--- src/design/ttcw_pkg.sv ---
package ttcw_pkg;

  // default geometry of the screen store
  localparam int MAX_ROWS_DEF = 64;
  localparam int MAX_COLS_DEF = 256;

  // limits of the shown area, whatever the store holds
  localparam int COLS_LIMIT = 256;
  localparam int ROWS_LIMIT = 64;
  localparam int COLS_FLOOR = 4;
  localparam int ROWS_FLOOR = 1;

  localparam int TAB_STOP = 4;

  // configuration port
  localparam int CFG_IDX_W  = 2;
  localparam int CFG_DATA_W = 24;

  localparam logic [CFG_IDX_W-1:0] REG_COLUMNS = 2'd0;
  localparam logic [CFG_IDX_W-1:0] REG_ROWS    = 2'd1;
  localparam logic [CFG_IDX_W-1:0] REG_DEF_FG  = 2'd2;
  localparam logic [CFG_IDX_W-1:0] REG_DEF_BG  = 2'd3;

  localparam logic [8:0]  COLUMNS_RESET = 9'd80;
  localparam logic [6:0]  ROWS_RESET    = 7'd25;
  localparam logic [23:0] DEF_FG_RESET  = 24'hCCCCCC;
  localparam logic [23:0] DEF_BG_RESET  = 24'h050505;

  // command codes
  localparam logic [1:0] CMD_PUT    = 2'd0;
  localparam logic [1:0] CMD_CLEAR  = 2'd1;
  localparam logic [1:0] CMD_SETCUR = 2'd2;
  localparam logic [1:0] CMD_READ   = 2'd3;

  // control characters
  localparam logic [15:0] CH_BS    = 16'h0008;
  localparam logic [15:0] CH_TAB   = 16'h0009;
  localparam logic [15:0] CH_LF    = 16'h000A;
  localparam logic [15:0] CH_CR    = 16'h000D;
  localparam logic [15:0] CH_DEL   = 16'h007F;
  localparam logic [15:0] CH_SPACE = 16'h0020;

  typedef struct packed {
    logic [1:0]  cmd;
    logic [15:0] char_code;
    logic [23:0] fore_color;
    logic [23:0] back_color;
    logic [7:0]  col_pos;
    logic [5:0]  row_pos;
  } cmd_word_t;

  typedef struct packed {
    logic [7:0]  cursor_col;
    logic [5:0]  cursor_row;
    logic [15:0] cell_char;
    logic [23:0] cell_fore;
    logic [23:0] cell_back;
    logic        did_scroll;
  } rsp_word_t;

  typedef struct packed {
    logic [15:0] ch;
    logic [23:0] fg;
    logic [23:0] bg;
  } cell_t;

  typedef enum logic [3:0] {
    ST_IDLE,
    ST_DISPATCH,
    ST_PUT,
    ST_COPY,
    ST_DRAIN,
    ST_BLANK,
    ST_SCROLL_END,
    ST_CLEAR,
    ST_FINISH
  } ctl_state_t;

  typedef enum logic [3:0] {
    OP_NONE,
    OP_LOAD,
    OP_CR,
    OP_LF,
    OP_TAB_INIT,
    OP_PUT,
    OP_BS,
    OP_SETCUR,
    OP_READ,
    OP_CLEAR,
    OP_COPY,
    OP_DRAIN,
    OP_BLANK,
    OP_SCROLL_END,
    OP_FINISH
  } op_t;

  typedef struct packed {
    op_t op;
  } ctl_cmd_t;

  typedef struct packed {
    logic [1:0] cmd;
    logic       is_cr;
    logic       is_lf;
    logic       is_bs;
    logic       line_last;
    logic       col_wrap;
    logic       rows_one;
    logic       tab_last;
    logic       tab_zero;
    logic       x_last;
    logic       y_copy_last;
    logic       y_all_last;
    logic       rsp_free;
  } dp_status_t;

endpackage

--- src/design/ttcw_ctrl.sv ---
module ttcw_ctrl import ttcw_pkg::*; (
  input  logic       clk,
  input  logic       rst,
  input  logic       cmd_valid,
  output logic       cmd_stall,
  input  dp_status_t status,
  output ctl_cmd_t   ctl
);

  ctl_state_t state;
  ctl_state_t state_next;
  ctl_state_t scroll_entry;

  always_ff @(posedge clk) begin
    if (rst) begin
      state <= ST_IDLE;
    end else begin
      state <= state_next;
    end
  end

  // a single row has nothing to move up
  assign scroll_entry = status.rows_one ? ST_BLANK : ST_COPY;
  assign cmd_stall    = (state != ST_IDLE);

  always_comb begin
    state_next = state;
    ctl.op     = OP_NONE;
    case (state)
      ST_IDLE: begin
        if (cmd_valid) begin
          ctl.op     = OP_LOAD;
          state_next = ST_DISPATCH;
        end
      end
      ST_DISPATCH: begin
        case (status.cmd)
          CMD_PUT: begin
            if (status.is_cr) begin
              ctl.op     = OP_CR;
              state_next = ST_FINISH;
            end else if (status.is_lf) begin
              ctl.op     = OP_LF;
              state_next = status.line_last ? scroll_entry : ST_FINISH;
            end else if (status.is_bs) begin
              ctl.op     = OP_BS;
              state_next = ST_FINISH;
            end else begin
              ctl.op     = OP_TAB_INIT;
              state_next = ST_PUT;
            end
          end
          CMD_CLEAR: begin
            state_next = ST_CLEAR;
          end
          CMD_SETCUR: begin
            ctl.op     = OP_SETCUR;
            state_next = ST_FINISH;
          end
          default: begin
            ctl.op     = OP_READ;
            state_next = ST_FINISH;
          end
        endcase
      end
      ST_PUT: begin
        ctl.op = OP_PUT;
        if (status.col_wrap && status.line_last) begin
          state_next = scroll_entry;
        end else if (status.tab_last) begin
          state_next = ST_FINISH;
        end
      end
      ST_COPY: begin
        ctl.op = OP_COPY;
        if (status.x_last && status.y_copy_last) begin
          state_next = ST_DRAIN;
        end
      end
      ST_DRAIN: begin
        ctl.op     = OP_DRAIN;
        state_next = ST_BLANK;
      end
      ST_BLANK: begin
        ctl.op = OP_BLANK;
        if (status.x_last) begin
          state_next = ST_SCROLL_END;
        end
      end
      ST_SCROLL_END: begin
        ctl.op     = OP_SCROLL_END;
        state_next = status.tab_zero ? ST_FINISH : ST_PUT;
      end
      ST_CLEAR: begin
        ctl.op = OP_CLEAR;
        if (status.x_last && status.y_all_last) begin
          state_next = ST_FINISH;
        end
      end
      ST_FINISH: begin
        if (status.rsp_free) begin
          ctl.op     = OP_FINISH;
          state_next = ST_IDLE;
        end
      end
      default: begin
        state_next = ST_IDLE;
      end
    endcase
  end

endmodule

--- config.mk ---
export PLATFORM = sky130hd
export DESIGN_NAME = ttcw_ctrl
export DESIGN_NICKNAME = d
export VERILOG_FILES = /design/src/design/ttcw_pkg.sv /design/src/design/ttcw_ctrl.sv
export SDC_FILE = /design/constraint.sdc
export NUM_CORES = 1
export LEC_CHECK = 0
export ABC_AREA = 1
export BUFFER_PORTS_ARGS = -buffer_cell sky130_fd_sc_hd__clkbuf_2
export CORE_ASPECT_RATIO = 0.9
export CORE_MARGIN = 8
export CORE_UTILIZATION = 41
export DETAILED_ROUTE_END_ITERATION = 10
export PLACE_DENSITY = 0.69
export SETUP_SLACK_MARGIN = 0.4
export SLEW_MARGIN = 5
export SYNTH_ARGS = -nofsm -noshare
export SYNTH_HDL_FRONTEND = slang
export SYNTH_SLANG_ARGS = --single-unit
export TNS_END_PERCENT = 10
--- constraint.sdc ---
create_clock -name clk -period 1.4 [get_ports clk]
set_input_delay 0.07 -clock clk [delete_from_list [all_inputs] [get_ports clk]]
set_output_delay 0.07 -clock clk [all_outputs]
set_load 0.01 [all_outputs]
==> results of run 1 <==
[cells in the mapped netlist (all sizes together)]
cell type  number
o21ai           6
nand3b          1
nor2           22
nand2          47
o211ai          1
a21oi           7
nand3          12
nand4           3
inv            19
o311ai          1
dfxtp           4
[power by group]
| part | internal, W | switching [W] | total, W |
|---|---|---|---|
| sequential | 0.000161 | 0.0000694 | 0.000230 |
| clock | 0.0000959 | 0.0000475 | 0.000143 |
| combinational | 0.000391 | 0.000538 | 0.000930 |
[through the flow]
| stage | util | hold WS (ns) | power, W | setup TNS, ns |
|---|---|---|---|---|
| final | 0.644 | 0.0668 | 0.00130 | 0 |
| after floorplan | - | 0.125 | 0.000677 | 0 |
| after global placement | 0.529 | 0.290 | 0.000891 | 0 |
| after detailed placement | 0.529 | 0.291 | 0.000892 | 0 |
| after CTS | 0.621 | 0.0393 | 0.00125 | -0.0171 |
| after global routing | 0.644 | 0.0672 | 0.00142 | -0.167 |
[worst max-delay path, cell delays in order, from the launching register on]
cell and delay (ns):
dfxtp_4 0.39, inv_4 0.05, nor2_4 0.13, nand2_4 0.09, nor2_4 0.11, nand2_1 0.07
o211ai_1 0.09, buf_2 0.16
[cell families (layout without fill, tap and decap cells)]
| group | after synthesis | in the layout | synth area share |
|---|---|---|---|
| simple gates | 85 | 85 | 0.610 |
| buf+inv | 19 | 48 | 0.118 |
| compound gates | 15 | 15 | 0.140 |
| flops | 4 | 4 | 0.132 |
[layout make-up]
| cell class | instances | area (um2) | area share |
|---|---|---|---|
| clock buffers | 3 | 22.5 | 0.0247 |
| inverters | 19 | 76.3 | 0.0838 |
| multi-input cells | 100 | 542 | 0.595 |
| flip-flops and latches | 4 | 92.6 | 0.102 |
| well taps | 15 | 18.8 | 0.0206 |
| repair buffers | 26 | 159 | 0.174 |
[worst max path at each step]
| stage | endpoint | slack [ns] | depth (start not counted) |
|---|---|---|---|
| after floorplan | state[0] | 0.32 | 8 |
| after global placement | ctl[0] | 0.11 | 7 |
| after detailed placement | ctl[0] | 0.13 | 7 |
| after CTS | ctl[0] | -0.02 | 7 |
| after global routing | ctl[3] | -0.06 | 7 |
| final | ctl[0] | 0.02 | 7 |
[what timing repair did]
action	4_1_cts	5_1_grt
buffers inserted	5	0
resized for setup	18	12
pin swaps	12	6
setup endpoints to repair	9	9
[routing by layer]
metal / vias to the layer above / GRT usage / share of wire
met5: - / 0 / 0
met4: 0 / 0.0320 / 0
met3: 0 / 0.0364 / 0.068
met2: 36 / 0.248 / 0.50
met1: 385 / 0.168 / 0.43
li1: 451 / - / -
[placed cells by master, fill, tap and decap left out, types with 2 or more instances in the layout]
cell / count
nand4_1: 3
clkbuf_4: 3
o21ai_1: 3
nor2_1: 13
inv_1: 14
nand3_1: 9
nand3_2: 3
clkbuf_2: 18
a21oi_2: 4
dfxtp_4: 3
inv_4: 2
inv_2: 3
nand2_1: 43
a21oi_1: 3
nor2_4: 8
o21ai_0: 3
buf_2: 3
nand2_2: 3
buf_4: 3
==> impl_results.md, run 1 <==
- H-tree depth: 1
- Hold Path End: state[3]
- Final nets: 171
- Cell count of the worst reg-to-reg path: 9
- PortBufs: 21
- Power Density: about 1400 nW/um2
- Total grt overflow: 0
- Max FFs per register: 4
- Syn Area/Cell: between 4 and 5 um2
- Status: finished, final reports clean
- Synth top area cells: nand2_1 28%, dfxtp_1 13%, nand3_1 9.9%, inv_1 9.9%, nor2_1 9.9%
- CTS sink cnt: 4
- Yosys top cell by area: nand2_1
- Reg clk slew, reported paths: ~0.04 ns
- Gr usage total: 0.141
- Maximum fanout along the worst path: 4
- Worst slew pin tran: 0.225 ns
- DR vias: 872
- Setup violators final: 0
- Worst Setup SP: state[0]
- Drt pass-1 iters: 4
- Biggest regs: state: 4 flops
- Syn nets: 140
- Setup slack, reg-to-reg: 0.11 ns
- Width of the chip: between 50 and 60 um
- Max Slew Vio Count: 0
- Largest reg by FF count: state
- Top Ports: 22
- Largest vdd supply drop: roughly 0.84 mV
- Reg-to-Reg End: state[2]
- Number of DRC markers in iteration 0: 15
- Placed cells: 159
- Core area: 1420 um2
- Placer Congestion: 0.926
- Unique masters post-synth: 17
- Seq cells post-synth: 4
- Num CTS Buffers: 3
- Row cnt: 13
- TritonCTS clock tree: done
- RSZ-0062 raised after global routing: true
- Worst r2r src: state[0]
- Final ANT Viol Nets: 0
- Cts hold-fix bufs: 0
- Hold Path Origin: rst
- Largest net degree at the start of global routing: 8
- Final Cycle Share: 0.987
- Worst Hold Class: input pin to flip-flop
- Critical path class: flip-flop to output port
- Final std cells w/o fill: around 170
- Post-synth top area share: 0.278
- Worst slack, placed: around 0.13 ns
- Die Ht: 52.5 um
- Layout cells sized above 1: 0.388
- Max_slew headroom: 0.849
- Leakage Power: 0.513 nW
- DRC errors left: 0
- WHS Path Cells: 2
- Routed wire length per instance: roughly 13 um
- Synth-to-layout area growth: 50.1%
- Placed standard-cell area: approximately 750 um2
- Max frequency: 724 MHz
- Layout fillers: 141
- Design area: between 900 and 1000 um2
- CP startpoint kind: flip-flop
- Post-Synthesis Cells: around 120
- Vias in the first global route: 848
- Initial antenna violation count: 0
- CP required: 1.33 ns
- Final Hold Fails: 0
- Worst-Skew Late Latency: ~0.24 ns
- Mapped Area: 607 um2
- Skew final: 0.00506 ns
- Min Tclk post-route: approximately 1.4 ns
- Register area share after synthesis: 0.132
- Crit end category: output port
- DP HPWL: 1.50 mm
- Syn. warnings: 0
- Final WL: approximately 2.1 mm
- First-pass GRT wire length: ~3.5 mm
- Vias/cell: 5.22
- Max-cap viol count: 0
- Die Area: 2970 um2
- Initial Utilization: 0.429
- Maximum clock insertion buffer count: 2
- CTS root buf: clkbuf_4
- Crit path DAT: 1.31 ns
- Diodes inserted: 0
- Min setup slack post-route: 0.0183 ns
(Power assumes the default switching activity.)
==> run 2, diff against run 1 <==
--- a/config.mk
+++ b/config.mk
@@ -11,7 +11,8 @@
 export CORE_MARGIN = 8
 export CORE_UTILIZATION = 41
 export DETAILED_ROUTE_END_ITERATION = 10
-export PLACE_DENSITY = 0.69
+export MAX_ROUTING_LAYER = met4
+export PLACE_DENSITY = 0.72
 export SETUP_SLACK_MARGIN = 0.4
 export SLEW_MARGIN = 5
 export SYNTH_ARGS = -nofsm -noshare
==> impl_results.md, run 2 (synthesized netlist as in run 1, its figures left out) <==
- Status: complete, but fails checks
- Failing checks: setup timing
- CP required: between 1 and 1.5 ns
- Placer Congestion: 0.937
- Placed standard-cell area: 748 um2
- Largest net degree at the start of global routing: 8
- M1 GR Usage: 0.170
- RSZ-0062 raised after global routing: true
- Met3 Resource Use GR: 0.0413
- Max FFs per register: 4
- Leakage Power: 0.517 nW
- Largest vdd supply drop: 0.657 mV
- Initial antenna violation count: 0
- Most common cell after layout, fill and taps aside: nand2_1
- DP HPWL: 1.53 mm
- Core area: 1420 um2
- Routed wire length per instance: 12.1 um
- Synth-to-layout area growth: 47.4%
- First-pass GRT wire length: 3.39 mm
- Width of the chip: 56.6 um
- Power Density: 1380 nW/um2
- Gr usage total: 0.144
- Min Tclk post-route: 1.41 ns
- Max_slew headroom: 0.865
- Setup TNS: -0.00843 ns
- Final ANT Viol Nets: 0
- CTS sink cnt: 4
- Worst-Skew Late Latency: 0.24 ns
- Crit end category: output port
- Diodes inserted: 0
- CP cell instances: inv_2 > nor2_4 > nand2_4 > nor2_4 > nand2_1 > o211ai_1 > buf_2
- Max-cap viol count: 0
- Crit path DAT: 1.34 ns
- Reg clk slew, reported paths: 0.04 ns
- DRC errors left: 0
- Met2 Track Usage GR: 0.232
- Worst slack, placed: 0.125 ns
- CTS root buf: clkbuf_4
- CP startpoint kind: flip-flop
- Final Hold Fails: 0
- DR vias: a little under 900
- Initial Utilization: 0.429
- Vias/cell: between 5 and 6
- Worst slew pin tran: 0.201 ns
- Max incr delay on CP: 0.39 ns
- Maximum fanout along the worst path: 6
- Design area: 895 um2
- Biggest regs: state: 4 flops
- Die Area: 2970 um2
- PortBufs: 21
- H-tree depth: 1
- Die Ht: 52.5 um
- Commonest non-fill, non-tap cells in the layout: 44 x nand2_1, 17 x clkbuf_2, 15 x inv_1
- Setup violators final: 2
- Final WL: 2.01 mm
- Total grt overflow: 0
- Slowest library cell on the worst path: dfxtp_4
- Min setup slack post-route: -0.00630 ns
- Critical path class: flip-flop to output port
- Skew final: 0.00197 ns
- Final nets: 170
- Worst Hold Class: input pin to flip-flop
- CP most frequent cell: nor2_4
- Num CTS Buffers: 3
- Drt pass-1 iters: 4
- Top Ports: 22
- Maximum clock insertion buffer count: 2
- Final Cycle Share: 1.00
- Layout cells sized above 1: 0.377
- TritonCTS clock tree: done
- Max frequency: 711 MHz
- Max Slew Vio Count: 0
- Largest reg by FF count: state
- GRT Max-Usage Layer: met2
- Row cnt: 13
- Vias in the first global route: 814
- Number of DRC markers in iteration 0: 27
-- run 2: cell count changes in the layout (fill, tap and decap cells not counted), sizes merged --
cell / previous run / this run
clkbuf: 21 / 20
-- run 2: worst paths after layout --
check | cells past startpoint | slack [ns] | endpoint | startpoint
worst max-delay path | 7 | -0.006 | ctl[0] | state[0]
worst min-delay path | 2 | 0.05 | state[3] | rst
worst max register to register | 8 | 0.12 | state[0] | state[3]
worst min register to register | 2 | 0.54 | state[0] | state[0]
-- run 2: critical path: cells and delay by family, from the launching register on --
| kind | cells | cell delay (ns) |
|---|---|---|
| buffers and inverters | 2 | 0.22 |
| AOI/OAI and AO/OA | 1 | 0.08 |
| and+or+nand+nor | 4 | 0.38 |
| DFF | 1 | 0.39 |
-- run 2: layout make-up --
class	instances	area, um2
well taps	15	18.8
clock buffers	3	22.5
inverters	19	73.8
repair buffers	25	143
flip-flops and latches	4	92.6
fillers	139	520
multi-input cells	100	544
-- run 2: layer usage --
layer  wire (um)  up-vias  part of all wire
li1            -      449                 -
met1         955      396              0.48
met2         955       24              0.48
met3          88        2             0.044
met4           8        0            0.0040
met5           0        -                 0
-- run 2: what timing repair did --
| action | in CTS | in global routing |
|---|---|---|
| resized for setup | 18 | 11 |
| pin swaps | 6 | 6 |
| endpoints found under the setup margin | 9 | 9 |
| endpoints found under the hold margin | 0 | 0 |
| hold buffers | 0 | 0 |
| buffers inserted | 3 | 1 |
-- run 2: power breakdown --
part | total (W) | internal (W) | switching, W
logic | 0.000851 | 0.000343 | 0.000508
registers | 0.000234 | 0.000160 | 0.0000736
clock network | 0.000148 | 0.0000962 | 0.0000517
-- run 2: metrics by stage --
step	hold WS [ns]	utilization	instances	total power [W]
6_report	0.0463	0.632	166	0.00123
4_1_cts	0.0386	0.612	165	0.00118
3_5_place_dp	0.281	0.529	159	0.000892
3_3_place_gp	0.283	0.529	159	0.000889
2_1_floorplan	0.125	-	123	0.000677
5_1_grt	0.0592	0.632	166	0.00135
==> run 3, diff against run 2 <==
--- a/config.mk
+++ b/config.mk
@@ -5,14 +5,13 @@
 export SDC_FILE = /design/constraint.sdc
 export NUM_CORES = 1
 export LEC_CHECK = 0
-export ABC_AREA = 1
+export ABC_AREA = 0
 export BUFFER_PORTS_ARGS = -buffer_cell sky130_fd_sc_hd__clkbuf_2
-export CORE_ASPECT_RATIO = 0.9
 export CORE_MARGIN = 8
 export CORE_UTILIZATION = 41
 export DETAILED_ROUTE_END_ITERATION = 10
 export MAX_ROUTING_LAYER = met4
-export PLACE_DENSITY = 0.72
+export PLACE_DENSITY = 0.73
 export SETUP_SLACK_MARGIN = 0.4
 export SLEW_MARGIN = 5
 export SYNTH_ARGS = -nofsm -noshare
==> impl_results.md, run 3 <==
- Status: complete, but fails checks
- Failing checks: setup timing
- Skew final: ~0.0024 ns
- Most used DFF post-synth: dfxtp_1
- Max Slew Vio Count: 0
- Total grt overflow: 0
- Top Ports: 22
- Worst Hold Class: input pin to flip-flop
- Hold Path Origin: rst
- Die Ht: 53.4 um
- Die Area: approximately 2900 um2
- PortBufs: 21
- Crit end category: flip-flop
- Mapped Area: 574 um2
- Register area share after synthesis: 0.139
- Slowest library cell on the worst path: or3_4
- Crit path DAT: 1.94 ns
- Commonest cells in the netlist: 11 x a21oi_1, 11 x nor2_1, 9 x nand2_1
- Syn Area/Cell: around 6.7 um2
- Min setup slack post-route: -0.371 ns
- Row cnt: 13
- Number of DRC markers in iteration 0: 40
- RSZ-0062 raised after global routing: true
- Max-cap viol count: 0
- Reg-to-Reg End: state[3]
- Placed standard-cell area: 802 um2
- Largest reg by FF count: state
- Pwr Total: 0.00142 W
- Cell count of the worst reg-to-reg path: 6
- Worst r2r src: state[1]
- Layout cells sized above 1: 0.468
- Seq cells post-synth: 4
- Drt pass-1 iters: 4
- Vias/cell: 5.86
- Largest net degree at the start of global routing: 12
- Yosys top cell by area: dfxtp_1
- DR vias: roughly 830
- Post-synth top area share: 0.139
- Max FFs per register: 4
- Routed wire length per instance: between 15 and 20 um
- Placer Congestion: 0.913
- Min Tclk post-route: 1.77 ns
- Vias in the first global route: 808
- Diodes inserted: 0
- Maximum fanout along the worst path: 6
- Gr usage total: 0.162
- DRC errors left: 0
- Syn nets: 103
- Biggest regs: state: 4 flops
- Synth top area cells: dfxtp_1 14%, a21oi_1 9.6%, nor2_1 7.2%, nand2_1 5.9%, nand2b_1 4.4%
- Max frequency: 565 MHz
- Worst slew pin tran: 0.329 ns
- CTS root buf: clkbuf_4
- Initial antenna violation count: 0
- CP startpoint kind: flip-flop
- Unique masters post-synth: 36
- Final Cycle Share: 1.26
- Setup slack, reg-to-reg: -0.37 ns
- Post-synth ARST share: 0
- Largest vdd supply drop: 0.996 mV
- Number of synthesized flops with an enable pin: 0
- Leakage Power: 0.406 nW
- Maximum clock insertion buffer count: 2
- Reg clk slew, reported paths: around 0.040 ns
- Design area: 885 um2
- Cts hold-fix bufs: 0
- Final Util: 0.680
- Num CTS Buffers: 3
- Max incr delay on CP: ~0.37 ns
- DP HPWL: 1.68 mm
- Initial Utilization: 0.441
- Critical path class: flip-flop to flip-flop
- Hold WS: 0.117 ns
- TritonCTS clock tree: done
- Worst-Skew Late Latency: 0.24 ns
- CP required: 1.57 ns
- CP cell instances: buf_4 > nor2b_1 > a32o_1 > a221o_1 > or3_4 > o21ai_2
- First-pass GRT wire length: 3.42 mm
- Width of the chip: 53.4 um
- Core area: 1300 um2
- Syn. warnings: 0
- Worst slack, placed: -0.258 ns
- Synth-to-layout area growth: 54.0%
- Final ANT Viol Nets: 0
- Setup violators final: 8
- Hold Path End: state[0]
- Max_slew headroom: 0.779
- CTS sink cnt: 4
- Final nets: 145
- Power Density: roughly 1600 nW/um2
- Final WL: 2.19 mm
- WHS Path Cells: 2
- H-tree depth: 1
- Post-Synthesis Cells: 86
- Commonest non-fill, non-tap cells in the layout: 19 x clkbuf_2, 19 x buf_4, 11 x a21oi_1
- Final Hold Fails: 0
==> run 3: cell types whose count changed in the layout (fill, tap and decap cells not counted), sizes merged, moves of 4 or more <==
cell    before  now
nor2        22   12
nand3       12    1
buf          8   22
nor3         0    4
inv         19    3
nand2b       0    4
a21oi        7   11
nand2       47    9
==> run 3: kinds of logic after synthesis <==
group | Yosys count | share of synthesized area
flops | 4 | 0.139
buf+inv | 7 | 0.0610
compound gates | 33 | 0.399
simple gates | 42 | 0.401
==> run 3: worst max-delay path, delay by kind of cell (launching register included) <==
family	cells	cell delay, ns
AO/OA/AOI/OAI	3	0.70
AND/OR/NAND/NOR	2	0.51
flip-flops	1	0.34
buffers and inverters	1	0.15
==> run 3: layer usage <==
| metal | up-vias | GRT usage | share of wire |
|---|---|---|---|
| met2 | 39 | 0.289 | 0.50 |
| met1 | 380 | 0.172 | 0.42 |
| met3 | 2 | 0.0448 | 0.079 |
| li1 | 405 | - | - |
| met5 | - | - | 0 |
| met4 | 0 | 0.0378 | 0.0018 |
==> run 3: power breakdown <==
group	internal [W]	leakage, nW	switching (W)
Clock	0.0000961	0.0138	0.0000507
Sequential	0.000156	0.0347	0.0000438
Combinational	0.000538	0.358	0.000534
==> run 3: final cells by class <==
| class | count | area [um2] |
|---|---|---|
| flip-flops and latches | 4 | 87.6 |
| fillers | 117 | 417 |
| repair buffers | 41 | 259 |
| multi-input cells | 75 | 485 |
| inverters | 3 | 11.3 |
| well taps | 15 | 18.8 |
| clock buffers | 3 | 22.5 |
==> run 3: worst max-delay path by stage <==
stage | slack (ns) | cells after the start | end | startpoint
after CTS | -0.36 | 6 | ctl[1] | state[1]
after detailed placement | -0.26 | 5 | state[3] | state[1]
final | -0.37 | 6 | state[3] | state[1]
after global routing | -0.42 | 6 | state[2] | state[1]
after global placement | -0.23 | 5 | state[2] | state[1]
after floorplan | -0.19 | 6 | state[3] | state[1]
==> run 3: through the flow <==
stage | cells | TNS (ns)
after floorplan | 86 | -0.640
after global placement | 135 | -1.11
after detailed placement | 135 | -1.26
after CTS | 141 | -2.25
after global routing | 141 | -2.82
final | 141 | -2.29
==> run 3: repair_timing <==
| action | CTS | global route |
|---|---|---|
| setup buffers | 3 | 0 |
| gates resized for setup | 11 | 4 |
| pin swaps | 2 | 0 |
| endpoints found under the setup margin | 9 | 9 |
