[src/design/ttcw_pkg.sv]
package ttcw_pkg;

  // default geometry of the screen store
  localparam int MAX_ROWS_DEF = 64;
  localparam int MAX_COLS_DEF = 256;

  // limits of the shown area, whatever the store holds
  localparam int COLS_LIMIT = 256;
  localparam int ROWS_LIMIT = 64;
  localparam int COLS_FLOOR = 4;
  localparam int ROWS_FLOOR = 1;

  localparam int TAB_STOP = 4;

  // configuration port
  localparam int CFG_IDX_W  = 2;
  localparam int CFG_DATA_W = 24;

  localparam logic [CFG_IDX_W-1:0] REG_COLUMNS = 2'd0;
  localparam logic [CFG_IDX_W-1:0] REG_ROWS    = 2'd1;
  localparam logic [CFG_IDX_W-1:0] REG_DEF_FG  = 2'd2;
  localparam logic [CFG_IDX_W-1:0] REG_DEF_BG  = 2'd3;

  localparam logic [8:0]  COLUMNS_RESET = 9'd80;
  localparam logic [6:0]  ROWS_RESET    = 7'd25;
  localparam logic [23:0] DEF_FG_RESET  = 24'hCCCCCC;
  localparam logic [23:0] DEF_BG_RESET  = 24'h050505;

  // command codes
  localparam logic [1:0] CMD_PUT    = 2'd0;
  localparam logic [1:0] CMD_CLEAR  = 2'd1;
  localparam logic [1:0] CMD_SETCUR = 2'd2;
  localparam logic [1:0] CMD_READ   = 2'd3;

  // control characters
  localparam logic [15:0] CH_BS    = 16'h0008;
  localparam logic [15:0] CH_TAB   = 16'h0009;
  localparam logic [15:0] CH_LF    = 16'h000A;
  localparam logic [15:0] CH_CR    = 16'h000D;
  localparam logic [15:0] CH_DEL   = 16'h007F;
  localparam logic [15:0] CH_SPACE = 16'h0020;

  typedef struct packed {
    logic [1:0]  cmd;
    logic [15:0] char_code;
    logic [23:0] fore_color;
    logic [23:0] back_color;
    logic [7:0]  col_pos;
    logic [5:0]  row_pos;
  } cmd_word_t;

  typedef struct packed {
    logic [7:0]  cursor_col;
    logic [5:0]  cursor_row;
    logic [15:0] cell_char;
    logic [23:0] cell_fore;
    logic [23:0] cell_back;
    logic        did_scroll;
  } rsp_word_t;

  typedef struct packed {
    logic [15:0] ch;
    logic [23:0] fg;
    logic [23:0] bg;
  } cell_t;

  typedef enum logic [3:0] {
    ST_IDLE,
    ST_DISPATCH,
    ST_PUT,
    ST_COPY,
    ST_DRAIN,
    ST_BLANK,
    ST_SCROLL_END,
    ST_CLEAR,
    ST_FINISH
  } ctl_state_t;

  typedef enum logic [3:0] {
    OP_NONE,
    OP_LOAD,
    OP_CR,
    OP_LF,
    OP_TAB_INIT,
    OP_PUT,
    OP_BS,
    OP_SETCUR,
    OP_READ,
    OP_CLEAR,
    OP_COPY,
    OP_DRAIN,
    OP_BLANK,
    OP_SCROLL_END,
    OP_FINISH
  } op_t;

  typedef struct packed {
    op_t op;
  } ctl_cmd_t;

  typedef struct packed {
    logic [1:0] cmd;
    logic       is_cr;
    logic       is_lf;
    logic       is_bs;
    logic       line_last;
    logic       col_wrap;
    logic       rows_one;
    logic       tab_last;
    logic       tab_zero;
    logic       x_last;
    logic       y_copy_last;
    logic       y_all_last;
    logic       rsp_free;
  } dp_status_t;

endpackage

[src/design/ttcw_dpath.sv]
module ttcw_dpath import ttcw_pkg::*; #(
  parameter int MAX_ROWS = MAX_ROWS_DEF,
  parameter int MAX_COLS = MAX_COLS_DEF,
  localparam int COL_W  = $clog2(MAX_COLS),
  localparam int ROW_W  = (MAX_ROWS > 1) ? $clog2(MAX_ROWS) : 1,
  localparam int DEPTH  = MAX_ROWS * (2 ** COL_W),
  localparam int ADDR_W = $clog2(DEPTH)
) (
  input  logic                  clk,
  input  logic                  rst,
  input  cmd_word_t             cmd_word,
  input  logic                  rsp_stall,
  output logic                  rsp_valid,
  output rsp_word_t             rsp_word,
  input  logic                  cfg_write,
  input  logic [CFG_IDX_W-1:0]  cfg_index,
  input  logic [CFG_DATA_W-1:0] cfg_data,
  input  ctl_cmd_t              ctl,
  output dp_status_t            status,
  output logic                  ram_we,
  output logic [ADDR_W-1:0]     ram_waddr,
  output cell_t                 ram_wdata,
  output logic                  ram_re,
  output logic [ADDR_W-1:0]     ram_raddr,
  input  cell_t                 ram_rdata
);

  localparam int COLS_HI = (MAX_COLS < COLS_LIMIT) ? MAX_COLS : COLS_LIMIT;
  localparam int ROWS_HI = (MAX_ROWS < ROWS_LIMIT) ? MAX_ROWS : ROWS_LIMIT;

  logic [8:0]  columns_cfg;
  logic [6:0]  rows_cfg;
  logic [23:0] def_fg;
  logic [23:0] def_bg;

  cmd_word_t   item;
  logic [7:0]  cur_col;
  logic [5:0]  cur_line;
  logic [2:0]  tab_left;
  logic [7:0]  scan_x;
  logic [5:0]  scan_y;
  logic        copy_pend;
  logic [ADDR_W-1:0] copy_addr;
  logic        read_ok;
  logic        scrolled;

  logic [8:0]  eff_cols;
  logic [6:0]  eff_rows;
  logic [7:0]  sat_col;
  logic [5:0]  sat_line;
  logic [8:0]  col_inc;
  logic [6:0]  line_inc;
  logic        col_wrap;
  logic        line_last;
  logic [7:0]  last_col;
  logic [5:0]  last_line;
  logic [7:0]  bs_col;
  logic [5:0]  bs_line;
  logic        is_tab;
  logic        read_hit;
  logic        x_last;
  cell_t       blank;

  function automatic logic [ADDR_W-1:0] cell_addr(logic [5:0] row, logic [7:0] col);
    return ADDR_W'({ROW_W'(row), COL_W'(col)});
  endfunction

  // shown area, saturated into its legal range
  always_comb begin
    if (columns_cfg > 9'(COLS_HI)) begin
      eff_cols = 9'(COLS_HI);
    end else if (columns_cfg < 9'(COLS_FLOOR)) begin
      eff_cols = 9'(COLS_FLOOR);
    end else begin
      eff_cols = columns_cfg;
    end
    if (rows_cfg > 7'(ROWS_HI)) begin
      eff_rows = 7'(ROWS_HI);
    end else if (rows_cfg < 7'(ROWS_FLOOR)) begin
      eff_rows = 7'(ROWS_FLOOR);
    end else begin
      eff_rows = rows_cfg;
    end
  end

  assign last_col  = 8'(eff_cols - 9'd1);
  assign last_line = 6'(eff_rows - 7'd1);
  assign sat_col   = ({1'b0, cur_col} >= eff_cols) ? last_col : cur_col;
  assign sat_line  = ({1'b0, cur_line} >= eff_rows) ? last_line : cur_line;
  assign col_inc   = {1'b0, sat_col} + 9'd1;
  assign line_inc  = {1'b0, sat_line} + 7'd1;
  assign col_wrap  = (col_inc >= eff_cols);
  assign line_last = (line_inc >= eff_rows);
  assign is_tab    = (item.char_code == CH_TAB);
  assign read_hit  = ({1'b0, item.col_pos} < eff_cols) && ({1'b0, item.row_pos} < eff_rows);
  assign x_last    = (({1'b0, scan_x} + 9'd1) == eff_cols);
  assign blank     = '{ch: '0, fg: def_fg, bg: def_bg};

  // backspace target, wrapping to the end of the row above
  always_comb begin
    if (sat_col != 8'd0) begin
      bs_col  = sat_col - 8'd1;
      bs_line = sat_line;
    end else if (sat_line != 6'd0) begin
      bs_col  = last_col;
      bs_line = sat_line - 6'd1;
    end else begin
      bs_col  = '0;
      bs_line = '0;
    end
  end

  always_comb begin
    status.cmd         = item.cmd;
    status.is_cr       = (item.char_code == CH_CR);
    status.is_lf       = (item.char_code == CH_LF);
    status.is_bs       = item.char_code inside {CH_BS, CH_DEL};
    status.line_last   = line_last;
    status.col_wrap    = col_wrap;
    status.rows_one    = (eff_rows == 7'd1);
    status.tab_last    = (tab_left == 3'd1);
    status.tab_zero    = (tab_left == 3'd0);
    status.x_last      = x_last;
    status.y_copy_last = (({1'b0, scan_y} + 7'd2) == eff_rows);
    status.y_all_last  = (({1'b0, scan_y} + 7'd1) == eff_rows);
    status.rsp_free    = !rsp_valid || !rsp_stall;
  end

  // write port: a pending scroll copy always goes first
  always_comb begin
    ram_we    = 1'b0;
    ram_waddr = '0;
    ram_wdata = blank;
    if (copy_pend) begin
      ram_we    = 1'b1;
      ram_waddr = copy_addr;
      ram_wdata = ram_rdata;
    end else begin
      case (ctl.op)
        OP_PUT: begin
          ram_we    = 1'b1;
          ram_waddr = cell_addr(sat_line, sat_col);
          ram_wdata = '{ch: is_tab ? CH_SPACE : item.char_code,
                        fg: item.fore_color, bg: item.back_color};
        end
        OP_BS: begin
          ram_we    = 1'b1;
          ram_waddr = cell_addr(bs_line, bs_col);
        end
        OP_CLEAR: begin
          ram_we    = 1'b1;
          ram_waddr = cell_addr(scan_y, scan_x);
        end
        OP_BLANK: begin
          ram_we    = 1'b1;
          ram_waddr = cell_addr(last_line, scan_x);
        end
        default: begin
          ram_we = 1'b0;
        end
      endcase
    end
  end

  always_comb begin
    ram_re    = 1'b0;
    ram_raddr = '0;
    case (ctl.op)
      OP_READ: begin
        ram_re    = read_hit;
        ram_raddr = cell_addr(item.row_pos, item.col_pos);
      end
      OP_COPY: begin
        ram_re    = 1'b1;
        ram_raddr = cell_addr(scan_y + 6'd1, scan_x);
      end
      default: begin
        ram_re = 1'b0;
      end
    endcase
  end

  always_ff @(posedge clk) begin
    if (ctl.op == OP_LOAD) begin
      item <= cmd_word;
    end
    copy_addr <= cell_addr(scan_y, scan_x);
    if (ctl.op == OP_READ) begin
      read_ok <= read_hit;
    end
    if (ctl.op == OP_FINISH) begin
      rsp_word.cursor_col <= cur_col;
      rsp_word.cursor_row <= cur_line;
      rsp_word.did_scroll <= scrolled;
      if (item.cmd == CMD_READ && read_ok) begin
        rsp_word.cell_char <= ram_rdata.ch;
        rsp_word.cell_fore <= ram_rdata.fg;
        rsp_word.cell_back <= ram_rdata.bg;
      end else begin
        rsp_word.cell_char <= '0;
        rsp_word.cell_fore <= '0;
        rsp_word.cell_back <= '0;
      end
    end
  end

  always_ff @(posedge clk) begin
    if (rst) begin
      columns_cfg <= COLUMNS_RESET;
      rows_cfg    <= ROWS_RESET;
      def_fg      <= DEF_FG_RESET;
      def_bg      <= DEF_BG_RESET;
    end else if (cfg_write) begin
      case (cfg_index)
        REG_COLUMNS: columns_cfg <= cfg_data[8:0];
        REG_ROWS:    rows_cfg    <= cfg_data[6:0];
        REG_DEF_FG:  def_fg      <= cfg_data[23:0];
        REG_DEF_BG:  def_bg      <= cfg_data[23:0];
        default: begin
        end
      endcase
    end
  end

  always_ff @(posedge clk) begin
    if (rst) begin
      cur_col   <= '0;
      cur_line  <= '0;
      tab_left  <= '0;
      scan_x    <= '0;
      scan_y    <= '0;
      copy_pend <= 1'b0;
      scrolled  <= 1'b0;
      rsp_valid <= 1'b0;
    end else begin
      copy_pend <= (ctl.op == OP_COPY);

      if (ctl.op == OP_FINISH) begin
        rsp_valid <= 1'b1;
      end else if (!rsp_stall) begin
        rsp_valid <= 1'b0;
      end

      // scan walks on clear, copy and blank, holds on drain, parks at zero otherwise
      case (ctl.op)
        OP_CLEAR, OP_COPY, OP_BLANK: begin
          if (x_last) begin
            scan_x <= '0;
            scan_y <= scan_y + 6'd1;
          end else begin
            scan_x <= scan_x + 8'd1;
          end
        end
        OP_DRAIN: begin
        end
        default: begin
          scan_x <= '0;
          scan_y <= '0;
        end
      endcase

      case (ctl.op)
        OP_LOAD: begin
          tab_left <= '0;
          scrolled <= 1'b0;
        end
        OP_CR: begin
          cur_col  <= '0;
          cur_line <= sat_line;
        end
        OP_LF: begin
          cur_col  <= '0;
          cur_line <= line_last ? sat_line : line_inc[5:0];
        end
        OP_TAB_INIT: begin
          // a plain character is a tab of one
          if (is_tab) begin
            tab_left <= 3'(TAB_STOP) - 3'(sat_col % 8'(TAB_STOP));
          end else begin
            tab_left <= 3'd1;
          end
        end
        OP_PUT: begin
          tab_left <= tab_left - 3'd1;
          if (col_wrap) begin
            cur_col  <= '0;
            cur_line <= line_last ? sat_line : line_inc[5:0];
          end else begin
            cur_col  <= col_inc[7:0];
            cur_line <= sat_line;
          end
        end
        OP_BS: begin
          cur_col  <= bs_col;
          cur_line <= bs_line;
        end
        OP_SETCUR: begin
          if ({1'b0, item.col_pos} < eff_cols) begin
            cur_col <= item.col_pos;
          end
          if ({1'b0, item.row_pos} < eff_rows) begin
            cur_line <= item.row_pos;
          end
        end
        OP_CLEAR: begin
          cur_col  <= '0;
          cur_line <= '0;
        end
        OP_SCROLL_END: begin
          cur_line <= last_line;
          scrolled <= 1'b1;
        end
        default: begin
        end
      endcase
    end
  end

endmodule

[config.mk]
export PLATFORM = sky130hd
export DESIGN_NAME = ttcw_dpath
export DESIGN_NICKNAME = d
export VERILOG_FILES = /design/src/design/ttcw_pkg.sv /design/src/design/ttcw_dpath.sv
export SDC_FILE = /design/constraint.sdc
export NUM_CORES = 1
export LEC_CHECK = 0
export BUFFER_PORTS_ARGS = -buffer_cell sky130_fd_sc_hd__buf_2
export CELL_PAD_IN_SITES_DETAIL_PLACEMENT = 0
export CELL_PAD_IN_SITES_GLOBAL_PLACEMENT = 2
export CORE_UTILIZATION = 35
export DETAILED_ROUTE_END_ITERATION = 7
export PLACE_DENSITY = 0.94
export RECOVER_POWER = 100
export SYNTH_ARGS = -nofsm -noshare
export SYNTH_HDL_FRONTEND = slang
export SYNTH_SLANG_ARGS = --single-unit
[constraint.sdc]
create_clock -name clk -period 15.5 [get_ports clk]
set_input_delay 2.325 -clock clk [delete_from_list [all_inputs] [get_ports clk]]
set_output_delay 2.325 -clock clk [all_outputs]
set_load 0.02 [all_outputs]
==> results_dict.tcl, run 1 <==
set metrics [dict create \
    crit_top_cell "sky130_fd_sc_hd__clkbuf_1" \
    drt_pre_antenna_iters 7 \
    cts_resized 0 \
    route.antenna.remaining_nets 0 \
    hold_viol 0 \
    vias_per_cell 5.49 \
    worst_slew_pin_slew_ns 3.66 \
    critical_path.cell_chain "clkbuf_1, nand2b_1, nor2_1, clkbuf_1, mux2i_1, o21ai_0, clkbuf_1" \
    drc 0 \
    core_region_area_mm2 0.0413 \
    post_synth.cell_area_avg_um2 9.49 \
    worst_path_dominant_cell_family "buffers and inverters" \
    powerDensity_mw_per_mm2 110 \
    yosys_register_bits 272 \
    drt_iter0_markers 1191 \
    swShare_pct 28.9 \
    yosysWarningCount 0 \
    worst_ep_arrival_time_ns 9.06 \
    violations "capacitance limit, slew limit" \
    netlist_top_cells_count "sky130_fd_sc_hd__nand2_1 (254), sky130_fd_sc_hd__edfxtp_1 (160), sky130_fd_sc_hd__o21ai_0 (114), sky130_fd_sc_hd__dfxtp_1 (112), sky130_fd_sc_hd__nor2_1 (85)" \
    fillerInstances 4176 \
    port_buffers 365 \
    gp_congestion 0.953 \
    switching_power_uw 568 \
    timing.critical_path.required_ns 13.18 \
    vias_in_the_first_global_route 12978 \
    clockRootBuffer "sky130_fd_sc_hd__clkbuf_16" \
    pwr-share-seq_pct 41.4 \
    final_wirelength_um 53400 \
    effective_utilization_at_floorplan_pct 35.8 \
    ctsLongestPathBuffers 3 \
    final_layout_size_suffix_gt1_share_pct 13.3 \
    post-layout-total-power_uw 1960 \
    p_int_uw 1400 \
    totalNegativeSetupSlack_ns 0 \
    cts_hold_buffers 0 \
    tritoncts_num_sinks 272 \
    max_clock_freq_ghz 0.0878 \
    yosysSeqAreaShare_pct 47.6 \
    criticalPathCategory "in -> out" \
    cts-htree-levels 2 \
    synthMostInstantiatedCell "sky130_fd_sc_hd__nand2_1" \
    post-route-worst-setup-slack_ns 4.11 \
    comb_power_share_pct 17.7 \
    numCtsBuffers 34 \
    synth_largest_area_cell "sky130_fd_sc_hd__edfxtp_1" \
    yosys-top-cells-area "sky130_fd_sc_hd__edfxtp_1 (32%), sky130_fd_sc_hd__dfxtp_1 (15%), sky130_fd_sc_hd__nand2_1 (6.4%)" \
    postLayoutCellArea_mm2 0.0178 \
    skew_ns 0.0139 \
    width_of_the_chip_um 208 \
    grt_setup_unrepaired "no" \
    clk_transition_reported_paths_ns 0.06 \
    power.share.clock_pct 40.9 \
    tritoncts "done" \
    async_reset_ff_share_pct 0 \
    route.vias.total 13377 \
    critical_path.max_stage_delay_ns 2.70 \
    min-delay-path-class "reg -> reg" \
    synth_top_area_share_pct 32.5 \
    placed_cell_area_mm2 0.0170 \
    grt_first_pass_wirelength_um 80400 \
    routedWlPerCell_um 21.9 \
    pin_count_of_the_biggest_net_entering_global_routing 111 \
    worst_slew_margin_rel_pct -144 \
    critical_path.startpoint_type "primary input" \
    detailedPlacementHpwl_um 40200 \
    worst_path_max_delay_cell "sky130_fd_sc_hd__clkbuf_1" \
    post_route_clock_period_utilization_pct 73.5 \
    die_height_um 208 \
    syn_nets 1794 \
    antenna_found_initial 8 \
    max_cap_violations 8 \
    worst-path-max-fanout 56 \
    global_route.overflow_total 0 \
    global_route.usage.total_pct 24.2 \
    insertion_delay_ns 0.54 \
    final-setup-viol-count 0 \
    post_cts_buffers 0 \
    yosys.cell_types.count 83 \
    status "complete, but fails checks" \
    report.final.slew_viol_count 294 \
    syn_to_final_growth_pct 20.5 \
    dieArea_mm2 0.0431 \
    cellLeakagePower_uw 0.00654 \
    dp_worst_setup_slack_ns 7.55 \
    crit_buf_inv 3 \
    row_count 74 \
    number_of_enable_flip_flop_cells_after_synthesis 160 \
    yosys_most_used_dff "sky130_fd_sc_hd__edfxtp_1" \
    nNetsFinal 2105 \
    period_needed_ns 11.39 \
    io_pins 366 \
    syn-instance-count 1560 \
    worst_setup_path_end_kind "output port" \
    vdd_ir_drop_max_v 0.0000692 \
    total_standard_cell_area_after_synthesis_mm2 0.0148 \
]
[through the flow]
stage | hold WS, ns | instances | utilization [%]
floorplan | 0.326 | 1560 | -
global placement | 0.433 | 2367 | 41.2
detailed placement | 0.435 | 2367 | 41.2
CTS | 0.455 | 2428 | 43.9
global route | 0.455 | 2434 | 43.2
finish | 0.453 | 2435 | 43.2
[path summary, 6_finish.rpt]
kind         cells past startpoint  slack (ns)                      end                        start
max reg2reg                     23        7.31  cur_col[6]$_SDFFE_PP0P_  columns_cfg[8]$_SDFFE_PP0P_
min reg2reg                      2        0.45  def_fg[21]$_SDFFE_PP0P_      def_fg[21]$_SDFFE_PP0P_
min                              2        0.45  def_fg[21]$_SDFFE_PP0P_      def_fg[21]$_SDFFE_PP0P_
max                              7        4.11            ram_wdata[45]                       ctl[0]
[routing by layer]
metal  vias to the layer above  track usage [%]  routed length [um]
li1                       6310                -                   -
met1                      6448             32.8               23600
met2                       523             39.1               24900
met3                        94             3.62                3330
met4                         2             9.22                1660
met5                         -                0                   8
[state kept, by name, summed over array words and instances, names as in the netlist, 2 cells and up]
name,flops
item,78
rows_cfg,7
copy_addr,14
columns_cfg,9
scan_x,8
def_bg,24
rsp_word,79
scan_y,6
status,2
def_fg,24
cur_line,6
cur_col,8
tab_left,3
[layout make-up]
type | instances | area [um2] | share of cell area [%]
tap | 532 | 666 | 3.73
multi-input combinational | 1135 | 7130 | 40.0
timing repair buffer | 380 | 1650 | 9.24
sequential | 272 | 7050 | 39.6
clock buffer | 45 | 965 | 5.41
inverter | 48 | 180 | 1.01
antenna | 7 | 17.5 | 0.0983
clock inverter | 16 | 165 | 0.927
[worst min-delay path: stages, from the launching register on]
cell and delay (ns):
sky130_fd_sc_hd__dfxtp_1 0.31, sky130_fd_sc_hd__nand2_1 0.05, sky130_fd_sc_hd__a21oi_1 0.05
[kinds of logic (layout without fill, tap and decap cells)]
logic type                 Yosys count  after routing  share of synthesized area [%]
and+or+nand+nor                    587            587                           18.9
AOI/OAI and AO/OA                  371            371                           16.6
DFF                                272            272                           47.6
buffers and inverters              153            489                           4.21
muxes                               86             86                           5.89
adders and majority gates           56             56                           4.74
xor gates and xnor gates            35             35                           2.07
other                                0              7                              0
[placed cells by master (no fill, tap or decap), drive strengths merged, types with 56 or more instances in the layout]
master / n
clkbuf: 258
o21ai: 116
nand2: 254
ha: 56
a21oi: 77
dfxtp: 112
mux2i: 77
and2: 71
nor2: 85
buf: 167
edfxtp: 160
[power groups by stage]
stage	sequential, uW	combinational [uW]	clock, uW
after global placement	827	349	0
after detailed placement	828	347	0
after CTS	813	349	824
after global routing	816	379	850
final	814	348	803
after floorplan	818	227	0
Power figures use the tool's default switching activity.
==> run 2, diff against run 1 <==
--- a/config.mk
+++ b/config.mk
@@ -8,9 +8,9 @@
 export BUFFER_PORTS_ARGS = -buffer_cell sky130_fd_sc_hd__buf_2
 export CELL_PAD_IN_SITES_DETAIL_PLACEMENT = 0
 export CELL_PAD_IN_SITES_GLOBAL_PLACEMENT = 2
-export CORE_UTILIZATION = 35
+export CORE_UTILIZATION = 33
 export DETAILED_ROUTE_END_ITERATION = 7
-export PLACE_DENSITY = 0.94
+export PLACE_DENSITY = 0.89
 export RECOVER_POWER = 100
 export SYNTH_ARGS = -nofsm -noshare
 export SYNTH_HDL_FRONTEND = slang
==> constraint.sdc (replaced) <==
create_clock -name clk -period 10.6 [get_ports clk]
set_input_delay 1.59 -clock clk [delete_from_list [all_inputs] [get_ports clk]]
set_output_delay 1.59 -clock clk [all_outputs]
set_load 0.02 [all_outputs]
==> results_dict.tcl, run 2 (synthesis gave the netlist of run 1 again) <==
set metrics [dict create \
    status "complete, but fails checks" \
    violations "capacitance limit, slew limit" \
    tritoncts_num_sinks 272 \
    dp_worst_setup_slack_ns 3.30 \
    post_cts_buffers 0 \
    mostFrequentLayoutCell "sky130_fd_sc_hd__nand2_1" \
    timing.critical_path.required_ns 9.01 \
    tritoncts "done" \
    final_layout_size_suffix_gt1_share_pct 14.6 \
    criticalPathCategory "reg -> out" \
    grt_setup_unrepaired "no" \
    skew_ns 0.0146 \
    dieArea_mm2 0.0457 \
    route.vias.total 13355 \
    die_height_um 214 \
    layout.cells.most_common_list "sky130_fd_sc_hd__nand2_1 (254), sky130_fd_sc_hd__clkbuf_1 (197), sky130_fd_sc_hd__buf_2 (178), sky130_fd_sc_hd__edfxtp_1 (160), sky130_fd_sc_hd__o21ai_0 (114)" \
    min-delay-path-class "reg -> reg" \
    routing_usage_on_met3_pct 4.91 \
    max_cap_violations 8 \
    cts-htree-levels 2 \
    worst_setup_path_end_kind "output port" \
    port_buffers 365 \
    numCtsBuffers 35 \
    final.hold.worst_slack_ns 0.455 \
    vdd_ir_drop_max_v 0.000109 \
    io_pins 366 \
    use_met2_pct 35.9 \
    row_count 77 \
    largest_reg_flops 79 \
    critical_path.startpoint_type "flip-flop" \
    worst_slew_pin_slew_ns 3.64 \
    max_clock_freq_ghz 0.119 \
    top_register "rsp_word" \
    ctsLongestPathBuffers 3 \
    drt_pre_antenna_iters 5 \
    routedWlPerCell_um 21.9 \
    period_needed_ns 8.38 \
    global_route.overflow_total 0 \
    cts_hold_buffers 0 \
    worst_slew_margin_rel_pct -143 \
    cellLeakagePower_uw 0.00664 \
    insertion_delay_ns 0.54 \
    cts_resized 0 \
    syn_to_final_growth_pct 21.4 \
    final-setup-viol-count 0 \
    global_route.peak_usage_layer "met2" \
    grt_first_pass_wirelength_um 77900 \
    vias_per_cell 5.36 \
    powerDensity_mw_per_mm2 162 \
    pin_count_of_the_biggest_net_entering_global_routing 96 \
    post-route-worst-setup-slack_ns 2.22 \
    report.final.slew_viol_count 340 \
    nNetsFinal 2108 \
    drt_iter0_markers 1263 \
    clockRootBuffer "sky130_fd_sc_hd__clkbuf_16" \
    worst-r2r-setup-slack_ns 3.18 \
    hold_viol 0 \
    hold_depth 2 \
    totalNegativeSetupSlack_ns 0 \
    worst-path-max-fanout 26 \
    post_route_clock_period_utilization_pct 79.0 \
    path_depth_of_the_worst_reg2reg_path 23 \
    largestRegisters "rsp_word (79), item (78)" \
    met1_track_usage_gr_pct 31.1 \
    gp_congestion 0.958 \
    width_of_the_chip_um 214 \
    clk_transition_reported_paths_ns 0.06 \
    drc 0 \
    final_wirelength_um 54600 \
    detailedPlacementHpwl_um 40900 \
    effective_utilization_at_floorplan_pct 33.5 \
    core_region_area_mm2 0.0442 \
    vias_in_the_first_global_route 12546 \
    antenna_found_initial 0 \
    global_route.usage.total_pct 22.9 \
    route.antenna.remaining_nets 0 \
    worst_ep_arrival_time_ns 6.79 \
]
run 2: changes by cell type in the layout (fill, tap and decap cells not counted), sizes merged:
cell      change
clkinv        +8
clkinvlp      -2
diode         -6
clkbuf       -22
buf          +20
run 2: report_power, final:
part	switching, uW	internal (uW)	total, uW
registers	37.4	1150	1190
clock network	484	720	1200
logic	336	178	514
run 2: path summary, 6_finish.rpt:
path	start	endpoint
worst min register to register	def_fg[20]$_SDFFE_PP0P_	def_fg[20]$_SDFFE_PP0P_
worst max-delay path	columns_cfg[8]$_SDFFE_PP0P_	ram_waddr[11]
worst min-delay path	def_fg[20]$_SDFFE_PP0P_	def_fg[20]$_SDFFE_PP0P_
worst max register to register	columns_cfg[8]$_SDFFE_PP0P_	cur_col[6]$_SDFFE_PP0P_
run 2: layout make-up:
type	instances	area, um2
fill	4553	26300
multi-input combinational	1135	7130
sequential	272	7050
timing repair buffer	382	1690
clock buffer	41	950
tap	592	741
clock inverter	22	216
inverter	48	180
antenna	1	2.50
run 2: through the flow:
| stage | cell area, um2 | total power [uW] | cells | utilization (%) |
|---|---|---|---|---|
| final | 18000 | 2910 | 2493 | 40.6 |
| after global routing | 18000 | 3030 | 2492 | 40.6 |
| after CTS | 18300 | 2940 | 2492 | 41.3 |
| after detailed placement | 17100 | 1720 | 2429 | 38.6 |
| after global placement | 17100 | 1720 | 2429 | 38.6 |
| after floorplan | 14800 | 1530 | 1560 | - |
run 2: critical path: stages (launching register included):
cell	delay (ns)
sky130_fd_sc_hd__dfxtp_1	0.30
sky130_fd_sc_hd__buf_4	0.27
sky130_fd_sc_hd__clkinv_1	0.52
sky130_fd_sc_hd__nand2_1	0.42
sky130_fd_sc_hd__ha_1	0.29
sky130_fd_sc_hd__and3_1	0.21
sky130_fd_sc_hd__a221o_1	0.31
sky130_fd_sc_hd__a41oi_1	0.17
sky130_fd_sc_hd__clkbuf_1	0.41
sky130_fd_sc_hd__nor2_1	0.31
sky130_fd_sc_hd__o22ai_1	0.47
sky130_fd_sc_hd__ha_1	0.49
sky130_fd_sc_hd__nand3b_1	0.17
sky130_fd_sc_hd__nor3_1	0.18
sky130_fd_sc_hd__o21ai_0	0.18
sky130_fd_sc_hd__o21a_1	0.36
sky130_fd_sc_hd__nor4b_1	0.40
sky130_fd_sc_hd__o21ai_1	0.16
sky130_fd_sc_hd__a221oi_1	0.35
sky130_fd_sc_hd__clkbuf_1	0.27
run 2: routing by layer:
metal | wire length (um) | vias to the layer above
met5 | 0 | -
met2 | 25400 | 512
met3 | 3800 | 89
met1 | 23800 | 6434
met4 | 1630 | 0
li1 | - | 6320
